===== config.mk =====
export PLATFORM = sky130hd
export DESIGN_NAME = scanline_color_gradient_unit
export DESIGN_NICKNAME = d
export VERILOG_FILES = /design/src/design/scgu_pkg.sv /design/src/design/scgu_front.sv /design/src/design/scgu_div_cell.sv /design/src/design/scgu_back.sv /design/src/design/scanline_color_gradient_unit.sv
export SDC_FILE = /design/constraint.sdc
export NUM_CORES = 2
export LEC_CHECK = 0
export ABC_AREA = 0
export BUFFER_PORTS_ARGS = -buffer_cell sky130_fd_sc_hd__buf_2
export CAP_MARGIN = 40
export CORE_ASPECT_RATIO = 0.75
export CORE_MARGIN = 2
export CORE_UTILIZATION = 39
export CTS_CLUSTER_SIZE = 28
export DETAILED_ROUTE_END_ITERATION = 8
export PLACE_DENSITY = 0.5
export SETUP_SLACK_MARGIN = 0.05
export SYNTH_ARGS = -nofsm -noshare
export SYNTH_HDL_FRONTEND = slang
export SYNTH_SLANG_ARGS = --single-unit

===== constraint.sdc =====
create_clock -name clk -period 16.9 [get_ports clk]
set_input_delay 1.69 -clock clk [delete_from_list [all_inputs] [get_ports clk]]
set_output_delay 1.69 -clock clk [all_outputs]
set_load 0.01 [all_outputs]

===== src/design/scgu_pkg.sv =====
// shared types and constants of the scanline color gradient unit
package scgu_pkg;

  // bit layout of one rgb555 color
  localparam int CH_W    = 5;
  localparam int CH_NUM  = 3;
  localparam int COLOR_W = CH_W * CH_NUM;
  localparam int LINE_W  = 8;

  // scaled channel difference times line offset stays below 2^23
  localparam int QUO_W = 23;

  localparam logic [COLOR_W-1:0] MASK_R = 15'h001F;
  localparam logic [COLOR_W-1:0] MASK_G = 15'h03E0;
  localparam logic [COLOR_W-1:0] MASK_B = 15'h7C00;

  // register map, index = byte address / 4
  typedef enum logic [1:0] {
    REG_BAND_TOP    = 2'd0,
    REG_BAND_BOTTOM = 2'd1,
    REG_START_COLOR = 2'd2,
    REG_END_COLOR   = 2'd3
  } reg_idx_t;

  // beat handed from cell to cell along the divider row
  typedef struct packed {
    logic                                lerp;
    logic [COLOR_W-1:0]                  bypass;
    logic [CH_NUM-1:0]                   neg;
    logic [CH_NUM-1:0][QUO_W-1:0]        nq;
    logic [CH_NUM-1:0][LINE_W-1:0]       rem;
  } div_beat_t;

  function automatic logic [COLOR_W-1:0] ch_mask(input int ch);
    logic [COLOR_W-1:0] m;
    case (ch)
      0:       m = MASK_R;
      1:       m = MASK_G;
      default: m = MASK_B;
    endcase
    return m;
  endfunction

endpackage


===== src/design/scgu_front.sv =====
// input stage: band classification and per-channel dividend setup
module scgu_front #(
  parameter int SCREEN_LINES = 160
) (
  input  logic                           clk,
  input  logic                           rst_n,
  input  logic                           in_valid,
  output logic                           in_ready,
  input  logic [scgu_pkg::LINE_W-1:0]    line,
  input  logic [scgu_pkg::LINE_W-1:0]    band_top,
  input  logic [scgu_pkg::LINE_W-1:0]    band_bottom,
  input  logic [scgu_pkg::COLOR_W-1:0]   start_color,
  input  logic [scgu_pkg::COLOR_W-1:0]   end_color,
  output logic                           out_valid,
  input  logic                           out_ready,
  output scgu_pkg::div_beat_t            out_data
);

  localparam logic [scgu_pkg::LINE_W:0] LINE_LIM = (scgu_pkg::LINE_W + 1)'(SCREEN_LINES);

  logic                valid_r;
  scgu_pkg::div_beat_t data_r;
  scgu_pkg::div_beat_t data_nxt;

  always_comb begin
    logic [scgu_pkg::LINE_W-1:0] t;
    logic [scgu_pkg::CH_W-1:0]   ss;
    logic [scgu_pkg::CH_W-1:0]   es;
    logic [scgu_pkg::CH_W-1:0]   mag;
    logic [scgu_pkg::CH_W+scgu_pkg::LINE_W-1:0] prod;
    t        = line - band_top;
    data_nxt = '0;
    if ({1'b0, line} >= LINE_LIM) begin
      data_nxt.bypass = '0;
    end else if (line < band_top) begin
      data_nxt.bypass = start_color;
    end else if (line > band_bottom) begin
      data_nxt.bypass = end_color;
    end else if (band_bottom == band_top) begin
      data_nxt.bypass = start_color;
    end else begin
      data_nxt.lerp = 1'b1;
    end
    for (int ch = 0; ch < scgu_pkg::CH_NUM; ch++) begin
      ss   = start_color[ch*scgu_pkg::CH_W +: scgu_pkg::CH_W];
      es   = end_color[ch*scgu_pkg::CH_W +: scgu_pkg::CH_W];
      data_nxt.neg[ch] = (es < ss);
      mag  = (es < ss) ? (ss - es) : (es - ss);
      prod = (scgu_pkg::CH_W + scgu_pkg::LINE_W)'(mag) *
             (scgu_pkg::CH_W + scgu_pkg::LINE_W)'(t);
      data_nxt.nq[ch]  = scgu_pkg::QUO_W'(prod) << (ch * scgu_pkg::CH_W);
      data_nxt.rem[ch] = '0;
    end
  end

  assign in_ready  = !valid_r || out_ready;
  assign out_valid = valid_r;
  assign out_data  = data_r;

  always_ff @(posedge clk) begin
    if (!rst_n) begin
      valid_r <= 1'b0;
    end else if (in_ready) begin
      valid_r <= in_valid;
    end
  end

  always_ff @(posedge clk) begin
    if (in_ready && in_valid) begin
      data_r <= data_nxt;
    end
  end

endmodule


===== src/design/scgu_div_cell.sv =====
// one restoring division cell: one quotient bit per channel
module scgu_div_cell (
  input  logic                           clk,
  input  logic                           rst_n,
  input  logic [scgu_pkg::LINE_W-1:0]    div_n,
  input  logic                           in_valid,
  output logic                           in_ready,
  input  scgu_pkg::div_beat_t            in_data,
  output logic                           out_valid,
  input  logic                           out_ready,
  output scgu_pkg::div_beat_t            out_data
);

  logic                valid_r;
  scgu_pkg::div_beat_t data_r;
  scgu_pkg::div_beat_t data_nxt;

  always_comb begin
    logic [scgu_pkg::LINE_W:0] tmp;
    logic                      qbit;
    data_nxt = in_data;
    for (int ch = 0; ch < scgu_pkg::CH_NUM; ch++) begin
      tmp  = {in_data.rem[ch], in_data.nq[ch][scgu_pkg::QUO_W-1]};
      qbit = (tmp >= {1'b0, div_n});
      if (qbit) begin
        data_nxt.rem[ch] = scgu_pkg::LINE_W'(tmp - {1'b0, div_n});
      end else begin
        data_nxt.rem[ch] = tmp[scgu_pkg::LINE_W-1:0];
      end
      data_nxt.nq[ch] = {in_data.nq[ch][scgu_pkg::QUO_W-2:0], qbit};
    end
  end

  assign in_ready  = !valid_r || out_ready;
  assign out_valid = valid_r;
  assign out_data  = data_r;

  always_ff @(posedge clk) begin
    if (!rst_n) begin
      valid_r <= 1'b0;
    end else if (in_ready) begin
      valid_r <= in_valid;
    end
  end

  always_ff @(posedge clk) begin
    if (in_ready && in_valid) begin
      data_r <= data_nxt;
    end
  end

endmodule


===== src/design/scgu_back.sv =====
// output stage: sign restore, add to start color, field mask, or bypass color
module scgu_back (
  input  logic                           clk,
  input  logic                           rst_n,
  input  logic [scgu_pkg::COLOR_W-1:0]   start_color,
  input  logic                           in_valid,
  output logic                           in_ready,
  input  scgu_pkg::div_beat_t            in_data,
  output logic                           out_valid,
  input  logic                           out_ready,
  output logic [scgu_pkg::COLOR_W-1:0]   color
);

  localparam int SUM_W = scgu_pkg::QUO_W + 1;

  logic                         valid_r;
  logic [scgu_pkg::COLOR_W-1:0] color_r;
  logic [scgu_pkg::COLOR_W-1:0] color_nxt;

  always_comb begin
    logic [scgu_pkg::COLOR_W-1:0] m;
    logic [SUM_W-1:0]             q;
    logic [SUM_W-1:0]             v;
    color_nxt = '0;
    for (int ch = 0; ch < scgu_pkg::CH_NUM; ch++) begin
      m = scgu_pkg::ch_mask(ch);
      q = SUM_W'(in_data.nq[ch]);
      if (in_data.neg[ch]) begin
        q = '0 - q;
      end
      // negative offsets borrow out of the field, as two's complement masking does
      v = SUM_W'(start_color & m) + q;
      color_nxt = color_nxt | (v[scgu_pkg::COLOR_W-1:0] & m);
    end
    if (!in_data.lerp) begin
      color_nxt = in_data.bypass;
    end
  end

  assign in_ready  = !valid_r || out_ready;
  assign out_valid = valid_r;
  assign color     = color_r;

  always_ff @(posedge clk) begin
    if (!rst_n) begin
      valid_r <= 1'b0;
    end else if (in_ready) begin
      valid_r <= in_valid;
    end
  end

  always_ff @(posedge clk) begin
    if (in_ready && in_valid) begin
      color_r <= color_nxt;
    end
  end

endmodule


===== src/design/scanline_color_gradient_unit.sv =====
// top level of the scanline color gradient unit
// usage
//   in_*  : one beat per scanline query, in_tdata[7:0] = line
//   out_* : one beat per query, in order, out_tdata[14:0] = rgb555 color
//   cfg_* : register port, band_top @0x0, band_bottom @0x4,
//           start_color @0x8, end_color @0xC; write only while idle
// lines above the band get start_color, lines below get end_color, lines
// inside are blended per channel; lines past the screen height read black
// from input beat to output beat, each beat passes the input stage, 23 division
// cells and the output register
// throughput: one beat per cycle while the receiver keeps up; the row of 23 division
// cells, one quotient bit per cell for all three channels, sets the depth
// every stage holds its beat until the next one has room, so when the
// receiver stalls, bubbles in the row still fill and the input stops only
// once every stage is full
// reset (rst_n low, synchronous) empties the pipeline and loads the default
// band 0..159 from black to white
module scanline_color_gradient_unit #(
  parameter int SCREEN_LINES = 160
) (
  input  logic        clk,
  input  logic        rst_n,
  // input stream
  input  logic        in_tvalid,
  output logic        in_tready,
  input  logic [7:0]  in_tdata,     // [7:0] line
  // result stream
  output logic        out_tvalid,
  input  logic        out_tready,
  output logic [15:0] out_tdata,    // [14:0] color, [15] zero
  // register port
  input  logic        cfg_psel,
  input  logic        cfg_penable,
  input  logic        cfg_pwrite,
  input  logic [3:0]  cfg_paddr,
  input  logic [31:0] cfg_pwdata,
  output logic [31:0] cfg_prdata,
  output logic        cfg_pready
);

  localparam int NCELL = scgu_pkg::QUO_W;

  // configuration registers
  logic [scgu_pkg::LINE_W-1:0]  band_top_r;
  logic [scgu_pkg::LINE_W-1:0]  band_bottom_r;
  logic [scgu_pkg::COLOR_W-1:0] start_color_r;
  logic [scgu_pkg::COLOR_W-1:0] end_color_r;

  logic                         cfg_wr;
  scgu_pkg::reg_idx_t           cfg_idx;
  logic [scgu_pkg::LINE_W-1:0]  div_n;
  logic [scgu_pkg::COLOR_W-1:0] color;

  // pipeline links: link 0 leaves the input stage, link NCELL enters the output stage
  logic                         link_valid [NCELL+1];
  logic                         link_ready [NCELL+1];
  scgu_pkg::div_beat_t          link_data  [NCELL+1];

  assign cfg_pready = 1'b1;
  assign cfg_wr     = cfg_psel && cfg_penable && cfg_pwrite && cfg_pready;
  assign cfg_idx    = scgu_pkg::reg_idx_t'(cfg_paddr[3:2]);

  always_ff @(posedge clk) begin
    if (!rst_n) begin
      band_top_r    <= 8'd0;
      band_bottom_r <= 8'd159;
      start_color_r <= 15'h0000;
      end_color_r   <= 15'h7FFF;
    end else if (cfg_wr) begin
      unique case (cfg_idx)
        scgu_pkg::REG_BAND_TOP:    band_top_r    <= cfg_pwdata[scgu_pkg::LINE_W-1:0];
        scgu_pkg::REG_BAND_BOTTOM: band_bottom_r <= cfg_pwdata[scgu_pkg::LINE_W-1:0];
        scgu_pkg::REG_START_COLOR: start_color_r <= cfg_pwdata[scgu_pkg::COLOR_W-1:0];
        scgu_pkg::REG_END_COLOR:   end_color_r   <= cfg_pwdata[scgu_pkg::COLOR_W-1:0];
        default: ;
      endcase
    end
  end

  // register readback
  always_comb begin
    unique case (cfg_idx)
      scgu_pkg::REG_BAND_TOP:    cfg_prdata = 32'(band_top_r);
      scgu_pkg::REG_BAND_BOTTOM: cfg_prdata = 32'(band_bottom_r);
      scgu_pkg::REG_START_COLOR: cfg_prdata = 32'(start_color_r);
      scgu_pkg::REG_END_COLOR:   cfg_prdata = 32'(end_color_r);
      default:                   cfg_prdata = '0;
    endcase
  end

  // divisor is band height; user must keep registers stable while beats are in flight (not enforced)
  assign div_n = band_bottom_r - band_top_r;

  scgu_front #(
    .SCREEN_LINES (SCREEN_LINES)
  ) u_front (
    .clk         (clk),
    .rst_n       (rst_n),
    .in_valid    (in_tvalid),
    .in_ready    (in_tready),
    .line        (in_tdata),
    .band_top    (band_top_r),
    .band_bottom (band_bottom_r),
    .start_color (start_color_r),
    .end_color   (end_color_r),
    .out_valid   (link_valid[0]),
    .out_ready   (link_ready[0]),
    .out_data    (link_data[0])
  );

  // row of division cells, msb of the quotient first
  for (genvar i = 0; i < NCELL; i++) begin : g_cell
    scgu_div_cell u_cell (
      .clk       (clk),
      .rst_n     (rst_n),
      .div_n     (div_n),
      .in_valid  (link_valid[i]),
      .in_ready  (link_ready[i]),
      .in_data   (link_data[i]),
      .out_valid (link_valid[i+1]),
      .out_ready (link_ready[i+1]),
      .out_data  (link_data[i+1])
    );
  end

  scgu_back u_back (
    .clk         (clk),
    .rst_n       (rst_n),
    .start_color (start_color_r),
    .in_valid    (link_valid[NCELL]),
    .in_ready    (link_ready[NCELL]),
    .in_data     (link_data[NCELL]),
    .out_valid   (out_tvalid),
    .out_ready   (out_tready),
    .color       (color)
  );

  assign out_tdata = {1'b0, color};

`ifndef SYNTHESIS
  // an empty or draining output stage means the whole row can advance
  a_ready_when_drained: assert property (@(posedge clk) disable iff (!rst_n)
    (!out_tvalid || out_tready) |-> in_tready)
    else $error("input stalled while the output stage can drain");

  // a blended beat never enters the row with a zero divisor
  a_lerp_nonzero_div: assert property (@(posedge clk) disable iff (!rst_n)
    (link_valid[0] && link_data[0].lerp) |-> (div_n != '0))
    else $error("blended beat with zero band height");

  // a band_top write lands in the register
  a_cfg_top_write: assert property (@(posedge clk) disable iff (!rst_n)
    (cfg_wr && cfg_paddr[3:2] == scgu_pkg::REG_BAND_TOP) |=>
      (band_top_r == $past(cfg_pwdata[7:0])))
    else $error("band_top write lost");

  // a stalled output beat keeps its color
  a_out_hold: assert property (@(posedge clk) disable iff (!rst_n)
    (out_tvalid && !out_tready) |=> $stable(color))
    else $error("stalled output color changed");
`endif

endmodule


Yosys cells after proc, flatten, opt, wreduce, memory -nomap -nowiden
Cells that the tools add are included.
- flip-flop bits (word level): 2142
- input port bits: 51
- output and inout bits: 51
- word-level logic and storage cells: 567
- $add $sub $neg: 75
- multiply operators: 3
- magnitude comparators: 70
- equality and inequality tests: 4
- muxes and demuxes: 72
- bitwise gates (word level): 2
- reduce and logical (&&, ||, !) cells: 83
- operator list (operator ; number):
    >= comparator 9 x 8 -> 1 bit ; 62
    subtractor 8 bit ; 61
    2-to-1 mux 8 bit ; 59
    case mux 32 bit (4 select lines) ; 1
    2-to-1 mux 15 bit ; 5
    multiplier 5 x 8 -> 13 bit ; 3
    subtractor 5 bit ; 6
    logical AND 1 bit ; 27
    logical NOT 1 bit ; 25
    logical OR 1 bit ; 25
    2-to-1 mux 5 bit ; 4
    adder 15 bit ; 1
    < comparator 5 bit ; 3
    bitwise OR 15 bit ; 1
    subtractor 1 x 15 -> 15 bit (first input constant) ; 1
    adder 10 bit ; 1
    2-to-1 mux 10 bit ; 1
    bitwise OR 5 x 10 -> 10 bit ; 1
    subtractor 1 x 10 -> 10 bit (first input constant) ; 1
    equality test 8 bit ; 1
    >= comparator 1 x 8 -> 1 bit ; 1
    >= comparator 1 x 8 -> 1 bit (first input constant) ; 1
    >= comparator 8 bit (second input constant) ; 1
    greater-than comparator 8 bit ; 1
    11 further kinds ; 16

Depth between registers and ports, before layout
- depth after elaboration: 27
- depth in mapped cells: 22

Cells and area by module
Synthesis repeated with hierarchy kept, for this count alone.
- cell total of the unflattened synthesis: 8127
- area total of the unflattened synthesis: 125718.1 sq um
- by module, submodules not included (module ; times used ; cells an instance ; area each (sq um)):
    scgu_div_cell (g_cell[0].u_cell ...) ; 22 ; 300 ; 4961.0
    scgu_front ; 1 ; 822 ; 7778.7
    scgu_div_cell (g_cell[22].u_cell) ; 1 ; 300 ; 4902.2
    scanline_color_gradient_unit ; 1 ; 282 ; 2497.4
    scgu_back ; 1 ; 123 ; 1397.6

Worst setup path after synthesis
No wires, ideal clock.
- path type: input -> register
- start: input port out_tready
- end: register g_cell[0].u_cell.data_r, in the netlist g_cell[0].u_cell.out_data[0], enable pin
- setup time: 616 ps
- data arrival time: 7433 ps
- path slack: 8851 ps
- stages: 5
- buffers on the path: 0
- cells stage by stage: nand4b_2 > nor4_4 > nand3_1 > nor2_1 > a21boi_0
- longest elaborated chain between the ends: 25
- ends and longest elaborated chain (item ; line ; source):
    start, declared ; scanline_color_gradient_unit.sv:29 ; input logic out_tready,
    logical OR 1 bit ; scgu_back.sv:40 ; assign in_ready = !valid_r || out_ready;
    logical OR 1 bit (23 in series) ; scgu_div_cell.sv:34 ; assign in_ready = !valid_r || out_ready;
    logical AND 1 bit ; scgu_div_cell.sv:47 ; if (in_ready && in_valid) begin
    end signal, assigned ; scgu_div_cell.sv:48 ; data_r <= data_nxt;
    end, declared ; scgu_div_cell.sv:15 ; scgu_pkg::div_beat_t data_r;
Every way passes these cells.
A chain may end at the register's enable or synchronous reset.

==> flow_summary.json <==
{
  "status": "complete, no violations",
  "drtIter0Drc": 2660,
  "synth.avg_cell_area_sq_um": 14.32,
  "synth_top_family_by_area": "adder cells",
  "clockBufferDepth": 4,
  "dieArea_sq_mm": 0.2191,
  "hold_depth": 0,
  "die_y_um": 405.9,
  "seqCellArea_sq_mm": 0.04998,
  "setup-tns-final_ps": 0,
  "drv_cap": 0,
  "pwr-share-seq_pct": 47.2,
  "vias_per_cell": 5.149,
  "p_sw_w": 0.002503,
  "fillCellCount": 19240,
  "post_cts_buffers": 0,
  "clock_sinks": 1688,
  "min_period_ps": 6503,
  "gp_congestion": 0.8092,
  "switching_share_pct": 24.86,
  "num_vias": 46850,
  "grt_use_total_pct": 16.05,
  "finalCritPeriodShare_pct": 38.48,
  "skew_ps": 34.97,
  "dpl.hpwl_um": 119200,
  "multiInputGateArea_sq_mm": 0.03264,
  "grt_pass1_wl_um": 275300,
  "busiest_layer": "met2",
  "critical_path_class": "flip-flop to flip-flop",
  "timing.rr.start": "start_color_r[7]$_SDFFE_PN0P_",
  "leakagePower_nw": 34.84,
  "rsz0062_at_grt": "no",
  "cts_tree": "done",
  "grt_use_met3_pct": 2.220,
  "ant_nets": 0,
  "fin_nets": 6927,
  "overflow": 0,
  "timing.rr.end": "u_front.out_data[64]$_DFFE_PP_",
  "worstPathArrival_ps": 7010,
  "htreeDepth": 4,
  "muxShareOfSynthArea_pct": 6.199,
  "grt_max_degree": 72,
  "worst_skew_pair.late_latency_ps": 810,
  "vdd_drop_max_mv": 0.1471,
  "rows": 147,
  "synthXorXnorAreaFrac_pct": 2.868,
  "drt_pass1_iterations": 7,
  "synth_compound_area_share_pct": 10.87,
  "grt_pass1_vias": 46980,
  "pwr-share-clk_pct": 36.8,
  "clkSlewWorstSetupHoldPaths_ps": 60,
  "cellPowerDensity_mw_per_mm2": 107.0,
  "setup_violations": 0,
  "pin_count": 102,
  "worstSetupStartpointType": "flip-flop",
  "final_common_cell": "edfxtp_1",
  "clockRootBuffer": "clkbuf_16",
  "total_power_w": 0.01007,
  "slew-limit-headroom_pct": 41.12,
  "cts_buffers": 179,
  "ys_seq_area_share_pct": 59.51,
  "holdCritStartpoint": "g_cell[13].u_cell.out_data[42]$_DFFE_PP_",
  "antenna_found_initial": 6,
  "routed_wl_um": 177300,
  "r2r_cells": 18,
  "max_freq_mhz": 153.8,
  "post_cts_resized": 0,
  "combPwrFrac_pct": 16.0,
  "async_flop_share_pct": 0,
  "synth_cells": 5864,
  "final_hold_viol_count": 0,
  "ys_types": 82,
  "final_max_slew_viol_count": 0,
  "synth-edff-count": 1617,
  "ctsHoldBuffers": 0,
  "area_growth_pct": 12.08,
  "portBuffers": 63,
  "worst-path-max-fanout": 8,
  "mostFrequentLayoutCells": "edfxtp_1 (1617), ha_1 (615), nor2_1 (437), mux2_2 (361), inv_1 (349)",
  "setup_ws_ps": 10400,
  "internal_power_w": 0.007566,
  "ys_warn_count": 0,
  "ys.flop_type": "edfxtp_1",
  "met2_usage_pct": 25.11,
  "pre_cts_slack_ps": 10060,
  "synthAdderAreaFrac_pct": 12.13,
  "wl_per_cell_um": 19.48,
  "regToRegSetupSlack_ps": 10400,
  "critical_path_required_ps": 17410,
  "grtUsageMet1_pct": 23.63,
  "core_area_sq_mm": 0.2141,
  "drc_errors": 0,
  "fp.dieW_um": 539.8,
  "whs_endpoint": "g_cell[14].u_cell.out_data[43]$_DFFE_PP_",
  "end_kind": "flip-flop",
  "start_util_pct": 39.23,
  "layout-drive-gt1-share_pct": 16.53,
  "hold_class": "flip-flop to flip-flop",
  "netlist_area_sq_mm": 0.08398,
  "ys_ff_latch": 1688,
  "worst_pin_slew_ps": 881.9,
  "yosys.area_share.simple_pct": 6.378
}
==> per-stage QoR <==
stage               area, sq um  hold WS [ps]  instances  util [%]
CTS                       94120         385.6       9099     43.96
global placement          88220         400.2       8762     41.21
finish                    94130         392.8       9100     43.97
floorplan                 84060         400.3       5884         -
detailed placement        88710         404.5       8786     41.43
global route              94130         398.1       9100     43.97
==> power groups by stage <==
stage / registers [W] / clock network (W) / logic [W]
CTS: 0.00475 / 0.00385 / 0.00164
finish: 0.00475 / 0.00371 / 0.00161
global placement: 0.00484 / 0 / 0.00161
floorplan: 0.00483 / 0 / 0.00129
detailed placement: 0.00484 / 0 / 0.00162
global route: 0.00475 / 0.00400 / 0.00183
==> sequential cells by signal, summed over array words and instances, names as in the netlist <==
name	flops
band_top_r	8
band_bottom_r	8
u_back.out_valid	1
start_color_r	15
g_cell.u_cell.out_valid	23
g_cell.u_cell.out_data	1544
u_front.out_data	58
u_front.out_valid	1
u_back.color	15
end_color_r	15
==> cells in the mapped netlist, drive strengths merged (77+ instances only) <==
| library cell | n | area share, % |
|---|---|---|
| ha | 616 | 9.2 |
| mux2i | 87 | 1.0 |
| inv | 351 | 1.6 |
| a21oi | 287 | 1.9 |
| o21a | 77 | 0.69 |
| edfxtp | 1617 | 58 |
| o21bai | 77 | 0.69 |
| or2 | 92 | 0.69 |
| nand3 | 85 | 0.52 |
| fa | 124 | 3.0 |
| o21ai | 206 | 1.4 |
| nor2 | 454 | 2.1 |
| xnor2 | 203 | 2.1 |
| nor2b | 93 | 0.69 |
| nand4 | 99 | 0.76 |
| nand2 | 131 | 0.59 |
| mux2 | 367 | 4.9 |
| a21o | 151 | 1.3 |
==> per-layer routing <==
layer  vias up  part of all wire [%]  wire length, um
li1      22810                     -                -
met1     23140                    50            88440
met2       705                    45            78930
met3       205                   3.7             6599
met4         0                   1.9             3304
met5         -                     0                0
==> cell type report <==
cell class | instances | area share, %
Antenna cell | 1 | 0.002659
Clock buffer | 238 | 5.193
Clock inverter | 75 | 0.5623
Inverter | 351 | 1.409
Multi-Input combinational cell | 3773 | 34.68
Sequential cell | 1688 | 53.10
Tap cell | 2831 | 3.763
Timing Repair Buffer | 143 | 1.297
==> how the worst max path moves through the flow <==
stage                              startpoint                                          to  slack (ps)  cells past startpoint
2_1_floorplan                      out_tready  g_cell[0].u_cell.out_data[0]$_SDFFCE_PN0P_        8850                      5
4_1_cts        start_color_r[11]$_SDFFE_PN0P_              u_front.out_data[92]$_DFFE_PP_       10360                     18
3_3_place_gp                      in_tdata[0]              u_front.out_data[92]$_DFFE_PP_       10080                     16
6_report        start_color_r[7]$_SDFFE_PN0P_              u_front.out_data[64]$_DFFE_PP_       10400                     18
5_1_grt        start_color_r[11]$_SDFFE_PN0P_              u_front.out_data[92]$_DFFE_PP_       10110                     18
3_5_place_dp                      in_tdata[0]              u_front.out_data[92]$_DFFE_PP_       10060                     16
==> cells by family after synthesis <==
kind of cell / count (synthesis)
AO/OA/AOI/OAI: 1178
AND/OR/NAND/NOR: 1096
adder cells (fa/ha/maj): 740
buffers and inverters: 423
XOR/XNOR: 275
flip-flops: 1688
multiplexers: 462
other: 2
==> worst max-delay path, cell delays in order, from the launching register on <==
cell      delay (ps)
dfxtp_1          890
inv_1            100
ha_1             440
o21ai_1          140
a21o_1           220
a21oi_4          210
mux2i_1          120
xnor2_1          620
or2_2            240
fa_1             460
fa_1             520
fa_1             550
inv_1             40
ha_1             320
a21o_1           170
a21oi_1          210
o21ai_0          190
o41ai_1          560
o211ai_1         190
No activity file was read; power rests on OpenSTA's default activity.
